==> config.mk <==
export PLATFORM = sky130hd
export DESIGN_NAME = greedy_graph_coloring
export DESIGN_NICKNAME = d
export VERILOG_FILES = /design/src/sv/ggc_pkg.sv /design/src/sv/greedy_graph_coloring.sv
export SDC_FILE = /design/constraint.sdc
export NUM_CORES = 2
export LEC_CHECK = 0
export ABC_AREA = 1
export BUFFER_PORTS_ARGS = -buffer_cell sky130_fd_sc_hd__buf_4
export CAP_MARGIN = 25
export CELL_PAD_IN_SITES_DETAIL_PLACEMENT = 1
export CELL_PAD_IN_SITES_GLOBAL_PLACEMENT = 2
export CORE_UTILIZATION = 30
export CTS_CLUSTER_DIAMETER = 100
export CTS_CLUSTER_SIZE = 14
export DETAILED_ROUTE_END_ITERATION = 8
export PLACE_DENSITY = 0.65
export SYNTH_ARGS = -nofsm -noshare
export SYNTH_HDL_FRONTEND = slang
export SYNTH_SLANG_ARGS = --single-unit
export TNS_END_PERCENT = 1
==> constraint.sdc <==
create_clock -name clk -period 4.6 [get_ports clk]
set_clock_uncertainty 0.05 [all_clocks]
set_input_delay 0.69 -clock clk [delete_from_list [all_inputs] [get_ports clk]]
set_output_delay 0.69 -clock clk [all_outputs]
set_load 0.05 [all_outputs]
==> src/sv/ggc_pkg.sv <==
`timescale 1ns / 1ps

package ggc_pkg;

    // Field widths fixed by the stream words.
    localparam int IDX_W = 5;
    localparam int CNT_W = 6;
    localparam int ACT_W = 2;

    // Maximum number of vertices that fit the five-bit index and colour fields.
    localparam int FIELD_LIMIT = 32;

    // Input actions.
    localparam logic [ACT_W-1:0] ACT_CLEAR = 2'd0;
    localparam logic [ACT_W-1:0] ACT_EDGE  = 2'd1;
    localparam logic [ACT_W-1:0] ACT_COLOR = 2'd2;

    // Lowest colour not present in the used set; the top colour if all below it are taken.
    function automatic logic [IDX_W-1:0] first_free(input logic [FIELD_LIMIT-1:0] used);
        logic [IDX_W-1:0] c;
        c = IDX_W'(FIELD_LIMIT - 1);
        for (int i = FIELD_LIMIT - 2; i >= 0; i--)
        begin
            if (!used[i])
            begin
                c = IDX_W'(i);
            end
        end
        return c;
    endfunction

endpackage

==> src/sv/greedy_graph_coloring.sv <==
`timescale 1ns / 1ps

// Channel     Direction  Signals                     Word
// s_axis      in         tvalid tready tdata tuser   one command (clear, add edge, colour)
// m_axis      out        tvalid tready tdata tlast   one vertex colour
// cfg         in         wr_en wr_data               vertex_count register
//
// A clear is taken in the idle state; an edge reads its row, then writes the row back.
// Colouring vertex u uses the single read port of the colour memory, which is visited
// once per earlier vertex. Reset clears the per-row valid bits at once, so no clearing
// pass is needed. A stalled output holds the run until the word is taken.

module greedy_graph_coloring
    import ggc_pkg::*;
#(
    parameter int MAX_VERTICES = 32
)
(
    input  logic                 clk,
    input  logic                 rst_n,
    input  logic                 s_axis_tvalid,
    output logic                 s_axis_tready,
    // [4:0] first_vertex, [9:5] second_vertex, [15:10] zero
    input  logic [15:0]          s_axis_tdata,
    // [1:0] action
    input  logic [ACT_W-1:0]     s_axis_tuser,
    output logic                 m_axis_tvalid,
    input  logic                 m_axis_tready,
    // [4:0] vertex_index, [9:5] vertex_color, [15:10] color_count
    output logic [15:0]          m_axis_tdata,
    // is_last
    output logic                 m_axis_tlast,
    input  logic                 cfg_wr_en,
    input  logic [CNT_W-1:0]     cfg_wr_data
);

    localparam int AW  = $clog2(MAX_VERTICES);
    localparam int CAP = (MAX_VERTICES < FIELD_LIMIT) ? MAX_VERTICES : FIELD_LIMIT;
    localparam int CW  = $clog2(CAP);

    typedef enum logic [2:0] {
        S_IDLE,
        S_EDGE,
        S_ROW,
        S_SCAN,
        S_PICK,
        S_EMIT
    } state_t;

    state_t                  state_reg;
    logic [CNT_W-1:0]        vcount_reg;
    logic [IDX_W-1:0]        u_reg;
    logic [IDX_W-1:0]        v_reg;
    logic [IDX_W-1:0]        pv_reg;
    logic                    pend_reg;
    logic [FIELD_LIMIT-1:0]  used_reg;
    logic [IDX_W-1:0]        top_reg;
    logic [IDX_W-1:0]        color_reg;
    logic [IDX_W-1:0]        hi_reg;
    logic [IDX_W-1:0]        lo_reg;
    logic                    out_valid_reg;
    logic [15:0]             out_data_reg;
    logic                    out_last_reg;

    // Adjacency rows: row hi holds a bit for each lower-numbered neighbour.
    logic [MAX_VERTICES-1:0] adj_mem [MAX_VERTICES];
    logic [MAX_VERTICES-1:0] adj_q;
    logic [MAX_VERTICES-1:0] row_valid_reg;
    logic                    adj_qvalid_reg;
    logic                    adj_rd_en;
    logic [AW-1:0]           adj_rd_addr;
    logic                    adj_wr_en;
    logic [AW-1:0]           adj_wr_addr;
    logic [MAX_VERTICES-1:0] adj_wr_data;
    logic [MAX_VERTICES-1:0] adj_row;

    // Colour memory, written once per vertex in each run.
    logic [IDX_W-1:0]        col_mem [CAP];
    logic [IDX_W-1:0]        col_q;
    logic [CW-1:0]           col_rd_addr;

    // Decoded command and vertex count in use.
    logic [IDX_W-1:0]        in_first;
    logic [IDX_W-1:0]        in_second;
    logic [IDX_W-1:0]        edge_hi;
    logic [IDX_W-1:0]        edge_lo;
    logic [CNT_W-1:0]        n_active;
    logic                    edge_ok;
    logic                    in_fire;
    logic [IDX_W-1:0]        pick_color;
    logic                    is_last;
    logic                    emit_fire;
    logic [AW+IDX_W-1:0]     ext_rd;
    logic [AW+IDX_W-1:0]     ext_wr;
    logic [AW+IDX_W-1:0]     ext_pv;

    assign in_first  = s_axis_tdata[IDX_W-1:0];
    assign in_second = s_axis_tdata[2*IDX_W-1:IDX_W];
    assign edge_hi   = (in_first > in_second) ? in_first : in_second;
    assign edge_lo   = (in_first > in_second) ? in_second : in_first;

    always_comb
    begin
        if (vcount_reg == '0)
        begin
            n_active = CNT_W'(1);
        end
        else if (vcount_reg > CNT_W'(CAP))
        begin
            n_active = CNT_W'(CAP);
        end
        else
        begin
            n_active = vcount_reg;
        end
    end

    // A self-loop never matters for colouring, so it is not stored.
    assign edge_ok = ({1'b0, edge_hi} < n_active) && (in_first != in_second);

    assign s_axis_tready = (state_reg == S_IDLE);
    assign in_fire       = s_axis_tvalid && s_axis_tready;

    // Adjacency port control.
    assign adj_rd_en   = (in_fire && s_axis_tuser == ACT_EDGE && edge_ok) || (state_reg == S_ROW);
    assign ext_rd      = {{AW{1'b0}}, ((state_reg == S_ROW) ? u_reg : edge_hi)};
    assign adj_rd_addr = ext_rd[AW-1:0];
    assign adj_row     = adj_qvalid_reg ? adj_q : '0;
    assign adj_wr_en   = (state_reg == S_EDGE);
    assign ext_wr      = {{AW{1'b0}}, hi_reg};
    assign adj_wr_addr = ext_wr[AW-1:0];
    assign adj_wr_data = adj_row | (MAX_VERTICES'(1) << lo_reg);
    assign ext_pv      = {{AW{1'b0}}, pv_reg};

    always_ff @(posedge clk)
    begin
        if (adj_wr_en)
        begin
            adj_mem[adj_wr_addr] <= adj_wr_data;
        end
        if (adj_rd_en)
        begin
            adj_q <= adj_mem[adj_rd_addr];
        end
    end

    // Colour memory port control.
    assign col_rd_addr = v_reg[CW-1:0];
    assign pick_color  = (u_reg == '0) ? '0 : first_free(used_reg);

    always_ff @(posedge clk)
    begin
        if (state_reg == S_PICK)
        begin
            col_mem[u_reg[CW-1:0]] <= pick_color;
        end
        col_q <= col_mem[col_rd_addr];
    end

    assign is_last = ({1'b0, u_reg} + CNT_W'(1) == n_active);

    // A new word is loaded when the output register is empty or being taken.
    assign emit_fire = (state_reg == S_EMIT) && (!out_valid_reg || m_axis_tready);

    // Row valid bits: cleared by reset and by a clear command, set on write-back.
    always_ff @(posedge clk or negedge rst_n)
    begin
        if (!rst_n)
        begin
            row_valid_reg  <= '0;
            adj_qvalid_reg <= 1'b0;
        end
        else
        begin
            if (adj_rd_en)
            begin
                adj_qvalid_reg <= row_valid_reg[adj_rd_addr];
            end
            if (in_fire && s_axis_tuser == ACT_CLEAR)
            begin
                row_valid_reg <= '0;
            end
            else if (adj_wr_en)
            begin
                row_valid_reg[adj_wr_addr] <= 1'b1;
            end
        end
    end

    // Sequencer, configuration register and output word.
    always_ff @(posedge clk or negedge rst_n)
    begin
        if (!rst_n)
        begin
            state_reg     <= S_IDLE;
            vcount_reg    <= CNT_W'(FIELD_LIMIT);
            u_reg         <= '0;
            v_reg         <= '0;
            pv_reg        <= '0;
            pend_reg      <= 1'b0;
            used_reg      <= '0;
            top_reg       <= '0;
            color_reg     <= '0;
            hi_reg        <= '0;
            lo_reg        <= '0;
            out_valid_reg <= 1'b0;
            out_data_reg  <= '0;
            out_last_reg  <= 1'b0;
        end
        else
        begin
            if (cfg_wr_en)
            begin
                vcount_reg <= cfg_wr_data;
            end
            if (emit_fire)
            begin
                out_valid_reg <= 1'b1;
            end
            else if (m_axis_tready)
            begin
                out_valid_reg <= 1'b0;
            end

            case (state_reg)
                S_IDLE:
                begin
                    if (in_fire)
                    begin
                        if (s_axis_tuser == ACT_EDGE && edge_ok)
                        begin
                            hi_reg    <= edge_hi;
                            lo_reg    <= edge_lo;
                            state_reg <= S_EDGE;
                        end
                        else if (s_axis_tuser == ACT_COLOR)
                        begin
                            u_reg     <= '0;
                            top_reg   <= '0;
                            state_reg <= S_ROW;
                        end
                    end
                end

                S_EDGE:
                begin
                    state_reg <= S_IDLE;
                end

                S_ROW:
                begin
                    v_reg     <= '0;
                    pend_reg  <= 1'b0;
                    used_reg  <= '0;
                    state_reg <= S_SCAN;
                end

                // One colour read issued per earlier vertex; its data is folded in next cycle.
                S_SCAN:
                begin
                    if (pend_reg && adj_row[ext_pv[AW-1:0]])
                    begin
                        used_reg <= used_reg | (FIELD_LIMIT'(1) << col_q);
                    end
                    if (v_reg < u_reg)
                    begin
                        pv_reg   <= v_reg;
                        pend_reg <= 1'b1;
                        v_reg    <= v_reg + IDX_W'(1);
                    end
                    else
                    begin
                        pend_reg <= 1'b0;
                        if (!pend_reg)
                        begin
                            state_reg <= S_PICK;
                        end
                    end
                end

                S_PICK:
                begin
                    color_reg <= pick_color;
                    if (pick_color > top_reg)
                    begin
                        top_reg <= pick_color;
                    end
                    state_reg <= S_EMIT;
                end

                S_EMIT:
                begin
                    if (emit_fire)
                    begin
                        out_last_reg  <= is_last;
                        out_data_reg  <= {(is_last ? ({1'b0, top_reg} + CNT_W'(1)) : CNT_W'(0)),
                                          color_reg, u_reg};
                        if (is_last)
                        begin
                            state_reg <= S_IDLE;
                        end
                        else
                        begin
                            u_reg     <= u_reg + IDX_W'(1);
                            state_reg <= S_ROW;
                        end
                    end
                end

                default:
                begin
                    state_reg <= S_IDLE;
                end
            endcase
        end
    end

    assign m_axis_tvalid = out_valid_reg;
    assign m_axis_tdata  = out_data_reg;
    assign m_axis_tlast  = out_last_reg;

endmodule
Word-level counts from Yosys, hierarchy flattened
Memory sizes are Yosys's and may differ from the RTL's. A register that Yosys moved wholly into a read port is not among the register bits.
Index checks and enable logic that the tools add are counted.
{ "op_classes": {"n_addsub": 4, "order_cmp": 9, "n_eq_ne": 20, "n_shift": 2, "n_mux": 75, "bitwise_logic": 3, "n_reduce_logical": 29} }
{ "op_table": {"columns": ["operator", "n"], "rows": [
  ["5-bit 2-to-1 mux", 41],
  ["32-bit 2-to-1 mux", 4],
  ["32-bit OR", 3],
  ["32-bit case mux with 2 select lines", 1],
  ["1-bit by 5-bit << shifter with 32-bit output (first input constant)", 2],
  ["5-bit case mux with 2 select lines", 3],
  ["5-bit by 6-bit less-than comparator with 1-bit output (second input constant)", 3],
  ["3-bit 2-to-1 mux", 6],
  ["6-bit 2-to-1 mux", 3],
  ["3-bit case mux with 5 select lines", 1],
  ["2-bit != test (second input constant)", 7],
  ["5-bit by 1-bit adder with 6-bit output (second input constant)", 2],
  ["1-bit 2-to-1 mux", 11],
  ["5-bit by 1-bit adder with 5-bit output (second input constant)", 2],
  ["1-bit binary-select mux with 5-bit select", 2],
  ["5-bit greater-than comparator", 2],
  ["5-bit AND reduction", 2],
  ["2-bit nonzero test", 5],
  ["1-bit logical AND", 9],
  ["2-bit AND reduction", 4],
  ["3-bit by 2-bit equality test with 1-bit output (second input constant)", 2],
  ["3-bit equality test (second input constant)", 2],
  ["6-bit equality test", 1],
  ["6-bit greater-than comparator (second input constant)", 1],
  ["20 further kinds", 23]
]} }
{ "totals": {"ff_bits": 128, "mem_bits_rw": 1184, "input_bits": 29, "output_inout_bits": 19, "word_cells": 160, "mem_count": 2} }
{ "memory_table": {"columns": ["name", "depth", "width", "read_ports", "rd_ports_with_merged_regs", "wr", "line", "rtl"], "rows": [
  ["adj_mem", 32, 32, 1, 1, 1, "greedy_graph_coloring.sv:66", "logic [MAX_VERTICES-1:0] adj_mem [MAX_VERTICES];"],
  ["col_mem", 32, 5, 1, 1, 1, "greedy_graph_coloring.sv:78", "logic [IDX_W-1:0] col_mem [CAP];"]
]} }

Longest topological paths before layout
{ "logic_depth": {"ltp_word": 35, "depth_mapped": 41} }

Worst setup path after synthesis
OpenSTA, ideal clock, no wires.
{ "synth_path": {"path_type": "in2reg", "from": "in s_axis_tdata[9]", "to": "reg adj_q[0], read port of adj_mem, enable pin", "arrival_time_ns": 3.781, "setup_slack_ns": 0.378, "cell_stages": 19, "n_path_buf": 1, "path_cell_list": "inv_1 ha_1 nand2_1 nor2_1 nand2_1 o211ai_2 nand2_4 buf_2 a21oi_1 ha_1 a21oi_1 nor2_1 o21ai_0 nand4_1 nor2_1 inv_1 nor2_4 inv_1 nand2_1"} }
{ "synth_via": {"elab_chain_cells": 6, "word_cells_on_any_way": 8, "cone_classes": "order compare: 2; eq/ne: 1; mux: 2; reduce/logical: 3"} }
{ "synth_lines": {"columns": ["element", "line", "rtl"], "rows": [
  ["from (decl)", "greedy_graph_coloring.sv:24", "input logic [15:0] s_axis_tdata,"],
  ["5-bit greater-than comparator", "greedy_graph_coloring.sv:99", "assign edge_hi = (in_first > in_second) ? in_first : in_second;"],
  ["5-bit 2-to-1 mux", "greedy_graph_coloring.sv:99", null],
  ["via edge_hi[3]", "greedy_graph_coloring.sv:85", "logic [IDX_W-1:0] edge_hi;"],
  ["5-bit by 6-bit less-than comparator with 1-bit output", "greedy_graph_coloring.sv:119", "assign edge_ok = ({1'b0, edge_hi} < n_active) && (in_first != in_second);"],
  ["1-bit logical AND", "greedy_graph_coloring.sv:119", null],
  ["1-bit logical AND", "greedy_graph_coloring.sv:125", "assign adj_rd_en = (in_fire && s_axis_tuser == ACT_EDGE && edge_ok) || (state_reg == S_ROW);"],
  ["1-bit logical OR", "greedy_graph_coloring.sv:125", null],
  ["via adj_rd_en", "greedy_graph_coloring.sv:70", "logic adj_rd_en;"],
  ["to (decl)", "greedy_graph_coloring.sv:67", "logic [MAX_VERTICES-1:0] adj_q;"]
]} }
The timed path passes the listed nets, and every way through them passes these cells.
A chain may end at the register's enable or synchronous reset.

Final worst setup path
{ "layout_path": {"from": "in s_axis_tdata[9]", "to": "reg adj_q[0], read port of adj_mem (data pin)"} }
{ "layout_via": {"elab_chain_cells": 6, "word_cells_on_any_way": 8, "cone_classes": "order compare: 2; eq/ne: 1; mux: 2; reduce/logical: 3"} }
{ "layout_lines": {"columns": ["element", "line"], "rows": [
  ["5-bit greater-than comparator", "greedy_graph_coloring.sv:99"],
  ["5-bit 2-to-1 mux", "greedy_graph_coloring.sv:99"],
  ["5-bit by 6-bit less-than comparator with 1-bit output", "greedy_graph_coloring.sv:119"],
  ["1-bit logical AND", "greedy_graph_coloring.sv:119"],
  ["1-bit logical AND", "greedy_graph_coloring.sv:125"],
  ["1-bit logical OR", "greedy_graph_coloring.sv:125"]
]} }
Parallel ways exist; a longest one is shown, timed or not.

==> metrics.md <==
| Metric | Value |
|---|---|
| Status | `finished, final reports clean` |
| Worst Path Required | `4990 ps` |
| Vias per std cell | `5.335` |
| First-pass GRT wire length | `258700 um` |
| Met2 track demand over resource | `0.3169` |
| Most frequent cells in the layout | `1216 x edfxtp_1, 800 x nor2_1, 661 x o21ai_0` |
| Grt met3 use | `0.02527` |
| Hold Path Class | `input pin to flip-flop` |
| # fillers | `~19000` |
| Pin count of the biggest net entering global routing | `107` |
| Worst-margin pin slew | `1062 ps` |
| Largest Register | `adj_mem` |
| Row cnt | `155` |
| Share of cells above drive strength 1 | `0.1015` |
| Vias | `around 36000` |
| Area leader, netlist | `edfxtp_1` |
| DR iter-0 viols | `3731` |
| Crit-path max cell delay | `530 ps` |
| Cell Pwr Density | `587.2 nW/um^2` |
| Worst-Skew Late Latency | `about 750 ps` |
| Syn Area/Cell | `12.76 um^2` |
| Leakage | `around 20 nW` |
| CTS tree | `done` |
| CTS sink count | `1348` |
| Slew Limit Headroom | `0.2905` |
| Post-layout util | `0.3463` |
| Worst Setup Path Type | `input pin to flip-flop` |
| Prevailing post-synth register cell | `edfxtp_1` |
| Post-route design area | `61920 um^2` |
| Maximum VDD drop | `316.5 uV` |
| GR Overflow Total | `0` |
| Fmax | `between 200 and 300 MHz` |
| Sequential cell area fraction in the yosys report | `0.7345` |
| Vias in the first global route | `36370` |
| Most common cell after layout, fill and taps aside | `edfxtp_1` |
| Pwr Total | `36.36 mW` |
| Tcrit/Tclk final | `0.8200` |
| Share of the synthesized area in the top cell type | `0.6740` |
| Crit. End Element | `flip-flop` |
| Post-synth net total | `4299` |
| TritonCTS buffer count | `roughly 110` |
| Synth area leaders | `edfxtp_1 67%, o21ai_0 6.4%, dfrtp_1 5.8%` |
| RSZ-0062 raised after global routing | `no` |
| Post-synth ARST share | `0.09421` |
| DRT Pass-1 Iters | `7` |
| Clk root buf | `clkbuf_16` |
| Mapped Area | `approximately 54000 um^2` |
| # DRC | `0` |
| Fin. Hold Viols | `0` |
| Cell Chain, Critical Path | `buf_4 > inv_1 > ha_1 > nand2_1 > nor2_1 > nand2_1 > o211ai_2 > nand2_4 > nand2_1 > o21ai_2 > o21ai_4 > inv_8 > buf_12 > o21ai_0 > o221ai_1 > nand3_1 > nand2_1 > a31oi_1 > a31oi_1` |
| Final Max Slew Viols | `0` |
| Total die area | `182300 um^2` |
| Crit Path Max Fanout | `50` |
| H-tree depth | `3` |
| HPWL reported at the end of detailed placement | `99020 um` |
| M1 GR Usage | `0.2715` |
| Routability Congestion | `roughly 0.78` |
| Min cycle time layout | `roughly 3800 ps` |
| Most common cell on crit path | `nand2_1` |
| Core box area | `178800 um^2` |
| Cell variety after synth | `45` |
| YS warnings | `0` |
| MaxCap Viol Count | `0` |
| Antenna violations before repair | `1` |
| Initial Utilization | `0.3030` |
| Drt total wl | `178700 um` |
| Die height | `427.0 um` |
| Total I/O pin count | `48` |
| Final setup violation count | `0` |
| Clock buffer depth | `3` |
| Post-synth EDFFs | `1216` |
| Routed len/inst | `26.55 um` |
| All-Layer GR Usage | `0.1943` |
| Max FFs per register | `roughly 1000` |
| WP data arrival | `approximately 4200 ps` |
| Final net count | `between 4000 and 5000` |
| Synth-to-layout area growth | `14.29%` |
| Busiest grt layer | `met2` |
| CP max-delay cell | `o21ai_4` |
| Setup_tns | `0 ps` |
| Mapped Cells | `4247` |
| Number of port buffers | `41` |
| Die width | `around 430 um` |
| Flops & latches, synth | `1348` |
| Worst-path clk slew | `70 ps` |
| ANT nets after route | `0` |
| DP Area | `around 59000 um^2` |
| CP Launch Type | `input pin` |
==> report_power, final <==
part / internal (mW) / switching, mW / leakage [nW]
clock: 4.39 / 4.39 / 1.45
combinational: 3.19 / 8.28 / 5.87
sequential: 15.7 / 0.423 / 13.2
total: 23.3 / 13.1 / 20.5
==> repair_timing <==
item                                   CTS  global route
hold buffers                             1             0
setup buffers                            0             0
resized for setup                        0             0
endpoints found under the hold margin   65             0
==> path summary, 6_finish.rpt <==
| check | start | endpoint | slack [ps] | cells after the start |
|---|---|---|---|---|
| setup / recovery | s_axis_tdata[9] | adj_q[0] | 830 | 19 |
| hold / removal | cfg_wr_data[0] | vcount_reg[0] | 100 | 3 |
| setup reg to reg | state_reg[2] | adj_q[0] | 860 | 14 |
| hold reg to reg | m_axis_tdata[9] | m_axis_tdata[9] | 430 | 2 |
| max in group asynchronous | rst_n | col_rd_addr[0] | 3200 | 3 |
| min in group asynchronous | rst_n | used_reg[10] | 460 | 2 |
==> through the flow <==
stage / worst slack, ps / hold slack [ps] / std cells
after floorplan: 378.4 / 344.4 / 4247
after global placement: 207.3 / 412.9 / 6553
after detailed placement: 169.6 / 421.0 / 6560
after CTS: 868.4 / 45.70 / 6727
after global routing: 609.4 / 79.42 / 6728
final: 827.9 / 103.2 / 6729
==> kinds of logic (layout without fill, tap and decap cells) <==
group           after synthesis  after routing  share of synthesized area
compound gates             1248           1248                     0.1397
xor+xnor                      9              9                   0.001455
fa+ha+maj                    23             23                   0.005312
buf+inv                     400            526                    0.03076
flops                      1348           1348                     0.7345
mux                           2              2                  0.0004157
other cells                   0              1                          0
simple gates               1217           1217                    0.08778
==> cell type report <==
type / count / area (um^2) / share of cell area
clock inverters: 5 / 66.31 / 0.001071
clock buffers: 161 / 2944 / 0.04755
well taps: 2355 / 2947 / 0.04759
diodes: 1 / 2.502 / 0.00004042
multi-input cells: 2499 / 13100 / 0.2116
repair buffers: 248 / 2616 / 0.04226
flip-flops and latches: 1348 / 39800 / 0.6427
inverters: 112 / 441.7 / 0.007133
==> critical path: cells and delay by family <==
family | cells | cell delay [ps]
simple gates | 7 | 830
compound gates | 7 | 1540
fa+ha+maj | 1 | 290
buf+inv | 4 | 760
==> Yosys cell counts (9+ instances only) <==
| cell | count |
|---|---|
| nand2_1 | 253 |
| inv_1 | 104 |
| nor3_1 | 31 |
| edfxtp_1 | 1216 |
| nand3_1 | 87 |
| o221ai_1 | 214 |
| nor2_1 | 834 |
| o21ai_1 | 32 |
| a21oi_1 | 43 |
| o21ai_0 | 693 |
| ha_1 | 23 |
| o211ai_1 | 70 |
| nand4_1 | 9 |
| o22ai_1 | 100 |
| clkbuf_1 | 190 |
| dfrtp_1 | 126 |
| buf_2 | 73 |
| a31oi_1 | 62 |
| buf_4 | 19 |
==> layer usage <==
| metal | up-vias | share of wire |
|---|---|---|
| li1 | 15990 | - |
| met1 | 18790 | 0.46 |
| met2 | 871 | 0.47 |
| met3 | 253 | 0.045 |
| met4 | 0 | 0.028 |
| met5 | - | 0 |
Note: power is estimated with default switching activity, not from simulation.
